$ cat config.mk
export PLATFORM = sky130hd
export DESIGN_NAME = mca_solver
export DESIGN_NICKNAME = d
export VERILOG_FILES = /design/src/design/mca_pkg.sv /design/src/design/mca_solver.sv
export SDC_FILE = /design/constraint.sdc
export NUM_CORES = 2
export LEC_CHECK = 0
export ABC_CLOCK_PERIOD_IN_PS = 16180
export BUFFER_PORTS_ARGS = -buffer_cell sky130_fd_sc_hd__clkbuf_2
export CAP_MARGIN = 0
export CELL_PAD_IN_SITES_DETAIL_PLACEMENT = 1
export CELL_PAD_IN_SITES_GLOBAL_PLACEMENT = 1
export CORE_MARGIN = 2
export CORE_UTILIZATION = 40
export DETAILED_ROUTE_END_ITERATION = 10
export HOLD_SLACK_MARGIN = 0.1
export PLACE_DENSITY_LB_ADDON = 0.08
export SYNTH_ARGS = -nofsm -noshare
export SYNTH_HDL_FRONTEND = slang
export SYNTH_SLANG_ARGS = --single-unit
$ cat constraint.sdc
create_clock -name clk -period 16.18 [get_ports clk]
set_input_delay 0.809 -clock clk [delete_from_list [all_inputs] [get_ports clk]]
set_output_delay 0.809 -clock clk [all_outputs]
set_load 0.005 [all_outputs]
$ cat src/design/mca_pkg.sv
package mca_pkg;

  localparam int COST_W = 16;
  localparam int IDX_W  = 4;
  localparam logic [COST_W-1:0] COST_IMPOSSIBLE = 16'hFFFF;

  // last matrix entry as seen by the solver
  typedef struct packed {
    logic              go;
    logic [IDX_W-1:0]  last_row;
    logic [IDX_W-1:0]  last_col;
    logic [COST_W-1:0] thr;
  } mca_start_t;

  // one result request from the solver
  typedef struct packed {
    logic [IDX_W-1:0]  row;
    logic [IDX_W-1:0]  col;
    logic [COST_W-1:0] cost;
    logic              is_match;
    logic              last;
  } mca_res_t;

endpackage

$ cat src/design/mca_solver.sv
module mca_solver #(
  parameter int MAX_DIM = 16,
  localparam int SAW = (MAX_DIM > 1) ? $clog2(MAX_DIM * MAX_DIM) : 1
) (
  input  logic                       clk,
  input  logic                       rst_n,
  input  mca_pkg::mca_start_t        start,
  output logic                       busy,
  output logic                       res_valid,
  output mca_pkg::mca_res_t          res,
  input  logic                       res_ready,
  output logic [SAW-1:0]             st_raddr,
  input  logic [mca_pkg::COST_W-1:0] st_rdata
);
  import mca_pkg::*;

  localparam int NC = MAX_DIM + 1;
  localparam int IW = $clog2(MAX_DIM + 1);
  localparam int JW = $clog2(MAX_DIM + 2);
  localparam int XW = (MAX_DIM > 1) ? $clog2(MAX_DIM) : 1;
  localparam int PW = 20 + $clog2(MAX_DIM + 1);
  localparam logic signed [PW-1:0] SLACK_MAX = {1'b0, {(PW-1){1'b1}}};

  typedef enum logic [10:0] {
    S_IDLE  = 11'b00000000001,
    S_INIT  = 11'b00000000010,
    S_ROW   = 11'b00000000100,
    S_LOADU = 11'b00000001000,
    S_SCAN  = 11'b00000010000,
    S_CHK   = 11'b00000100000,
    S_UPD   = 11'b00001000000,
    S_AUG   = 11'b00010000000,
    S_MAP   = 11'b00100000000,
    S_QUAL  = 11'b01000000000,
    S_EMIT  = 11'b10000000000
  } mca_state_t;

  mca_state_t state_r, state_nxt;

  logic [IW-1:0]     nr_r, nc_r, rows_r, cols_r, i_r, j0_r, j1_r, i0_r, sj_r;
  logic [JW-1:0]     j_r, guard_r, t_r;
  logic              trans_r, sv_r, qv_r;
  logic [COST_W-1:0] thr_r;
  logic [XW-1:0]     qt_r;
  logic signed [PW-1:0] ui0_r, delta_r;

  logic signed [PW-1:0] u_r     [NC];
  logic signed [PW-1:0] v_r     [NC];
  logic signed [PW-1:0] slack_r [NC];
  logic [IW-1:0]        owner_r [NC];
  logic [IW-1:0]        back_r  [NC];
  logic [NC-1:0]        used_r;
  logic [XW-1:0]        det_r   [MAX_DIM];
  logic [COST_W-1:0]    rc_r    [MAX_DIM];
  logic [MAX_DIM-1:0]   dv_r, qual_r;

  logic [IW-1:0]     nr_w, nc_w, own_addr, own_rd, jx, ar, ac, trk, det, j1w, tx;
  logic signed [PW-1:0] u_rd, cur, sl_old, sl_new;
  logic              better, take;
  logic [IW-1:0]     sr, sc;
  logic [JW-1:0]     cols_x, nr_x, guard_inc;
  logic [MAX_DIM-1:0] above;

  // matrix size from the last entry, saturated at the store size
  assign nr_w = (32'(start.last_row) + 1 > MAX_DIM) ? IW'(MAX_DIM) : IW'(32'(start.last_row) + 1);
  assign nc_w = (32'(start.last_col) + 1 > MAX_DIM) ? IW'(MAX_DIM) : IW'(32'(start.last_col) + 1);

  assign cols_x    = JW'(cols_r);
  assign nr_x      = JW'(nr_r);
  assign guard_inc = guard_r + 1'b1;
  assign jx        = j_r[IW-1:0];
  assign j1w       = back_r[j0_r];
  assign tx        = t_r[IW-1:0];

  // shared read port of the owner table and row potentials
  always_comb begin
    unique case (state_r)
      S_LOADU: own_addr = j0_r;
      S_AUG:   own_addr = j1w;
      default: own_addr = jx;
    endcase
  end
  assign own_rd = owner_r[own_addr];
  assign u_rd   = u_r[own_rd];

  // reduced cost of the column in the scan stage
  assign sl_old = slack_r[sj_r];
  assign cur    = $signed({{(PW-COST_W){1'b0}}, st_rdata}) - ui0_r - v_r[sj_r];
  assign better = cur < sl_old;
  assign sl_new = better ? cur : sl_old;
  assign take   = !used_r[sj_r] && (sl_new < delta_r);

  // cost store address: scan reads the solved orientation, qualify the original
  assign sr = i0_r - 1'b1;
  assign sc = jx - 1'b1;
  always_comb begin
    if (state_r == S_QUAL) begin
      st_raddr = SAW'(32'(t_r[XW-1:0]) * MAX_DIM + 32'(det_r[t_r[XW-1:0]]));
    end else if (trans_r) begin
      st_raddr = SAW'(32'(sc) * MAX_DIM + 32'(sr));
    end else begin
      st_raddr = SAW'(32'(sr) * MAX_DIM + 32'(sc));
    end
  end

  // column to track mapping
  assign ar  = own_rd - 1'b1;
  assign ac  = jx - 1'b1;
  assign trk = trans_r ? ac : ar;
  assign det = trans_r ? ar : ac;

  // emit: any qualifying pair after the current row
  assign above = (qual_r >> t_r) >> 1;

  always_comb begin
    res_valid    = 1'b0;
    res.row      = '0;
    res.col      = '0;
    res.cost     = '0;
    res.is_match = 1'b0;
    res.last     = 1'b1;
    if (state_r == S_EMIT) begin
      if (qual_r == '0) begin
        res_valid = 1'b1;
      end else if (qual_r[tx[XW-1:0]]) begin
        res_valid    = 1'b1;
        res.row      = IDX_W'(tx);
        res.col      = IDX_W'(det_r[tx[XW-1:0]]);
        res.cost     = rc_r[tx[XW-1:0]];
        res.is_match = 1'b1;
        res.last     = (above == '0);
      end
    end
  end

  assign busy = (state_r != S_IDLE);

  // sequencer
  always_comb begin
    state_nxt = state_r;
    unique case (state_r)
      S_IDLE:  if (start.go) state_nxt = S_INIT;
      S_INIT:  state_nxt = S_ROW;
      S_ROW:   state_nxt = S_LOADU;
      S_LOADU: state_nxt = (own_rd == '0 || guard_r > cols_x) ? S_AUG : S_SCAN;
      S_SCAN:  if (sv_r && sj_r == cols_r) state_nxt = S_CHK;
      S_CHK:   state_nxt = (j1_r == '0) ? S_AUG : S_UPD;
      S_UPD:   if (j_r == cols_x) state_nxt = S_LOADU;
      S_AUG: begin
        if (!(j1w != '0 && guard_inc <= cols_x)) begin
          state_nxt = (i_r == rows_r) ? S_MAP : S_ROW;
        end
      end
      S_MAP:   if (j_r == cols_x) state_nxt = S_QUAL;
      S_QUAL:  if (qv_r && JW'(qt_r) == nr_x - 1'b1) state_nxt = S_EMIT;
      S_EMIT: begin
        if (qual_r == '0) begin
          if (res_ready) state_nxt = S_IDLE;
        end else if (qual_r[tx[XW-1:0]] && res_ready && above == '0) begin
          state_nxt = S_IDLE;
        end
      end
      default: state_nxt = S_IDLE;
    endcase
  end

  // control registers
  always_ff @(posedge clk) begin
    if (!rst_n) begin
      state_r <= S_IDLE;
      sv_r    <= 1'b0;
      qv_r    <= 1'b0;
    end else begin
      state_r <= state_nxt;
      sv_r    <= (state_r == S_SCAN) && (j_r <= cols_x);
      qv_r    <= (state_r == S_QUAL) && (t_r < nr_x);
    end
  end

  // datapath
  always_ff @(posedge clk) begin
    unique case (state_r)
      S_IDLE: begin
        if (start.go) begin
          nr_r    <= nr_w;
          nc_r    <= nc_w;
          trans_r <= nr_w > nc_w;
          rows_r  <= (nr_w > nc_w) ? nc_w : nr_w;
          cols_r  <= (nr_w > nc_w) ? nr_w : nc_w;
          thr_r   <= start.thr;
        end
      end
      S_INIT: begin
        for (int k = 0; k < NC; k++) begin
          u_r[k]     <= '0;
          v_r[k]     <= '0;
          owner_r[k] <= '0;
          back_r[k]  <= '0;
        end
        dv_r <= '0;
        i_r  <= IW'(1);
      end
      // start of a row: fresh search
      S_ROW: begin
        owner_r[0] <= i_r;
        used_r     <= '0;
        for (int k = 0; k < NC; k++) begin
          slack_r[k] <= SLACK_MAX;
        end
        j0_r    <= '0;
        guard_r <= '0;
      end
      S_LOADU: begin
        if (own_rd == '0 || guard_r > cols_x) begin
          guard_r <= '0;
        end else begin
          i0_r         <= own_rd;
          ui0_r        <= u_rd;
          used_r[j0_r] <= 1'b1;
          delta_r      <= SLACK_MAX;
          j1_r         <= '0;
          j_r          <= JW'(1);
        end
      end
      // one column per cycle behind the store read
      S_SCAN: begin
        if (j_r <= cols_x) begin
          sj_r <= jx;
          j_r  <= j_r + 1'b1;
        end
        if (sv_r && !used_r[sj_r]) begin
          if (better) begin
            slack_r[sj_r] <= cur;
            back_r[sj_r]  <= j0_r;
          end
          if (take) begin
            delta_r <= sl_new;
            j1_r    <= sj_r;
          end
        end
      end
      S_CHK: begin
        guard_r <= (j1_r == '0) ? '0 : guard_r;
        j_r     <= '0;
      end
      // potential update, one column per cycle
      S_UPD: begin
        if (used_r[jx]) begin
          u_r[own_rd] <= u_rd + delta_r;
          v_r[jx]     <= v_r[jx] - delta_r;
        end else begin
          slack_r[jx] <= slack_r[jx] - delta_r;
        end
        if (j_r == cols_x) begin
          j0_r    <= j1_r;
          guard_r <= guard_inc;
        end else begin
          j_r <= j_r + 1'b1;
        end
      end
      // walk back links and flip the path
      S_AUG: begin
        owner_r[j0_r] <= own_rd;
        j0_r          <= j1w;
        guard_r       <= guard_inc;
        if (!(j1w != '0 && guard_inc <= cols_x)) begin
          i_r <= i_r + 1'b1;
          j_r <= JW'(1);
        end
      end
      S_MAP: begin
        if (own_rd != '0 && trk < nr_r && det < nc_r) begin
          det_r[trk[XW-1:0]] <= det[XW-1:0];
          dv_r[trk[XW-1:0]]  <= 1'b1;
        end
        if (j_r == cols_x) begin
          t_r    <= '0;
          qual_r <= '0;
        end else begin
          j_r <= j_r + 1'b1;
        end
      end
      // cost check per track behind the store read
      S_QUAL: begin
        if (t_r < nr_x) begin
          qt_r <= t_r[XW-1:0];
          t_r  <= t_r + 1'b1;
        end
        if (qv_r) begin
          qual_r[qt_r] <= dv_r[qt_r] && (st_rdata != COST_IMPOSSIBLE) && (st_rdata <= thr_r);
          rc_r[qt_r]   <= st_rdata;
          if (JW'(qt_r) == nr_x - 1'b1) begin
            t_r <= '0;
          end
        end
      end
      S_EMIT: begin
        if (qual_r != '0 && (!qual_r[tx[XW-1:0]] || res_ready)) begin
          t_r <= t_r + 1'b1;
        end
      end
      default: begin
      end
    endcase
  end

endmodule

==> out/qor.yml <==
cts_buffers: 372
drt_iter0_drc: 9725
drv_cap: 0
cp_slowest_cell: "dfxtp_4"
io_pins: 80
num_rows: 228
post_drt_via_cell_ratio: 5.975
die_h_um: 626.5
start_kind: "register"
syn_inst: 10459
grt_pass1_wl_mm: 772.8
hold_class: "primary input to register"
insertion_delay_ns: 0.99
slowest_delay_ns: 0.99
hpwl_mm: 336.2
drive_above_1_share_pct: 21.49
fin_crit_sh_pct: 73.92
root_buffer: "clkbuf_16"
final_cell_mix: "3,220 x edfxtp_1, 1,415 x nand2_1, 1,236 x nor2_1, 1,138 x mux4_2, 378 x clkbuf_16"
power.density_mw_per_mm2: 110.0
start_util_pct: 40.19
clock_path_buffers: 4
h-tree-depth: 5
antenna_found_initial: 13
dieArea_mm2: 0.3925
rsz0062_at_grt: "false"
hold_viol: 0
cp.arrival_ns: 12.55
post_drt_wl_per_cell_um: 33.24
setup_viol: 0
yosys_warnings: 0
wirelength_mm: 542.6
final_max_slew_viol_count: 0
synth_cell_types: 96
path_class: "register to register"
grt_util_all_layers_pct: 27.55
port_buffers: 79
synth_top_cell_by_area: "edfxtp_1"
postLayoutCoreUtil_pct: 45.60
max_slew.worst_pin.slew_ns: 1.292
vdd_ir_drop_max_uv: 93.84
drc_errors: 0
required_ns: 16.77
cts_setup_buffers: 0
synth-edff-count: 3220
ant_nets: 0
synth.top_cell.area_share_pct: 62.38
critPathCaptureType: "register"
slew_headroom_pct: 11.43
clock_skew_ns: 0.06374
cts_sinks: 3252
max_freq_mhz: 83.61
p_leak_nw: 58.70
min_period_ns: 11.96
syn_to_final_growth_pct: 13.47
cp_common_cell: "a21oi_1"
first_global_vias: 101990
syn_area_per_cell_um2: 14.82
netlist_area_mm2: 0.1550
yosys_most_used_dff: "edfxtp_1"
status: "finished clean"
synth.area.top_cells: "edfxtp_1 62%, mux4_2 17%, nand2_1 3.5%, nor2_1 3.1%, ha_1 1.8%"
firstDrtPassIters: 6
clk_pin_slew_worst_paths_ns: 0.06
nets: 11123
nFillCells: 37946
fin_area_mm2: 0.1759
num_vias: 97534
die_x_um: 626.5
ys_seq_area_share_pct: 62.79
gp_congestion: 0.8627
placed_cell_area_mm2: 0.1639
cp_max_fo: 59
fin_tns_setup_ns: 0
ys_ff_latch: 3252
cts_tree: "yes"
grt_max_degree: 118
gr-total-overflow: 0
cts_resized: 0
synthArstFlopShare_pct: 0
final_common_cell: "edfxtp_1"
design.core.area_mm2: 0.3857
kinds of logic (layout without fill, tap and decap cells):
family	Yosys count	after routing	share of synthesized area [%]
AO/OA/AOI/OAI	846	846	3.569
XOR/XNOR	125	125	0.7160
adder cells (fa/ha/maj)	241	241	2.037
buffers and inverters	1007	1392	2.526
flip-flops	3252	3252	62.79
multiplexers	1444	1444	18.58
other	1	305	0.002419
AND/OR/NAND/NOR	3543	3543	9.775
timing repair:
item / in CTS / in global routing
hold buffers: 16 / 0
setup endpoints to repair: 0 / 0
hold endpoints to repair: 16 / 0
worst paths after layout:
path | from | to | slack, ns | cells past startpoint
hold / removal | start[20] | nr_r[0] | 0.24 | 2
setup reg to reg | register | delta_r[14] | 4.22 | 39
hold reg to reg | dv_r[6] | dv_r[6] | 0.57 | 2
setup / recovery | register | delta_r[14] | 4.22 | 39
synthesized netlist by cell type, drive strengths merged, types with 12 or more instances:
| cell type | n |
|---|---|
| o21bai | 15 |
| xor2 | 41 |
| a311oi | 31 |
| o21ai | 167 |
| mux4 | 1138 |
| a22o | 12 |
| clkbuf | 550 |
| nand3 | 280 |
| a21oi | 191 |
| nor3 | 65 |
| a31oi | 118 |
| mux2 | 87 |
| xnor2 | 83 |
| mux2i | 219 |
| nand2 | 1429 |
| and3 | 147 |
| nor2b | 70 |
| edfxtp | 3220 |
| o22ai | 15 |
| a21o | 33 |
| nor2 | 1263 |
| a32oi | 27 |
| nor4 | 12 |
| or2 | 23 |
| o21a | 22 |
| a22oi | 16 |
| fa | 19 |
| nand2b | 65 |
| inv | 247 |
| dfxtp | 32 |
| and2 | 76 |
| ha | 222 |
| buf | 205 |
| a21boi | 30 |
| nand4 | 51 |
| a211oi | 86 |
stage by stage:
| stage | total power [mW] | hold slack [ns] | cells | worst slack [ns] |
|---|---|---|---|---|
| after CTS | 19.49 | 0.1623 | 16318 | 4.242 |
| after detailed placement | 11.13 | 0.5622 | 15623 | 4.264 |
| after floorplan | 10.53 | 0.4523 | 10758 | 4.342 |
| after global placement | 11.08 | 0.5481 | 15623 | 4.221 |
| after global routing | 19.90 | 0.2116 | 16319 | 3.361 |
| final | 19.34 | 0.2416 | 16323 | 4.220 |
flip-flops by register name (all words and copies together), names as in the netlist, 11 cells and up, named ones only:
| signal | cells |
|---|---|
| owner_r | 160 |
| u_r | 800 |
| rc_r | 256 |
| thr_r | 16 |
| slack_r | 800 |
| delta_r | 25 |
| used_r | 17 |
| state_r | 11 |
| qual_r | 16 |
| det_r | 64 |
| v_r | 800 |
| ui0_r | 25 |
| dv_r | 16 |
| back_r | 160 |
layer usage:
layer / vias to the layer above / track usage, % / routed length [um]
li1: 40624 / - / -
met1: 52732 / 37.71 / 228200
met2: 3333 / 45.98 / 264700
met3: 839 / 3.099 / 29940
met4: 6 / 9.038 / 19630
met5: - / 0 / 41
final cells by class:
| type | instances | area (um^2) | share of cell area, % |
|---|---|---|---|
| clock buffers | 471 | 9908 | 5.633 |
| clock inverters | 208 | 1922 | 1.093 |
| diodes | 5 | 12.51 | 0.007114 |
| repair buffers | 461 | 3428 | 1.949 |
| flip-flops and latches | 3252 | 97380 | 55.37 |
| well taps | 5175 | 6475 | 3.681 |
| inverters | 252 | 963.4 | 0.5478 |
| multi-input cells | 6499 | 55790 | 31.72 |
power by group:
part | total [mW] | internal, mW | switching, mW | leakage [nW]
Clock | 8.38 | 4.78 | 3.60 | 5.81
Combinational | 1.26 | 0.365 | 0.897 | 23.5
Sequential | 9.70 | 9.59 | 0.111 | 29.4
Total | 19.3 | 14.7 | 4.60 | 58.7
critical path: cells and delay by family, from the launching register on:
kind,cells,cell delay (ns)
adder cells (fa/ha/maj),4,1.24
multiplexers,5,1.77
buffers and inverters,5,2.33
XOR/XNOR,1,0.29
AND/OR/NAND/NOR,1,0.11
AO/OA/AOI/OAI,23,4.71
flip-flops,1,0.99
Power figures use the tool's default switching activity.
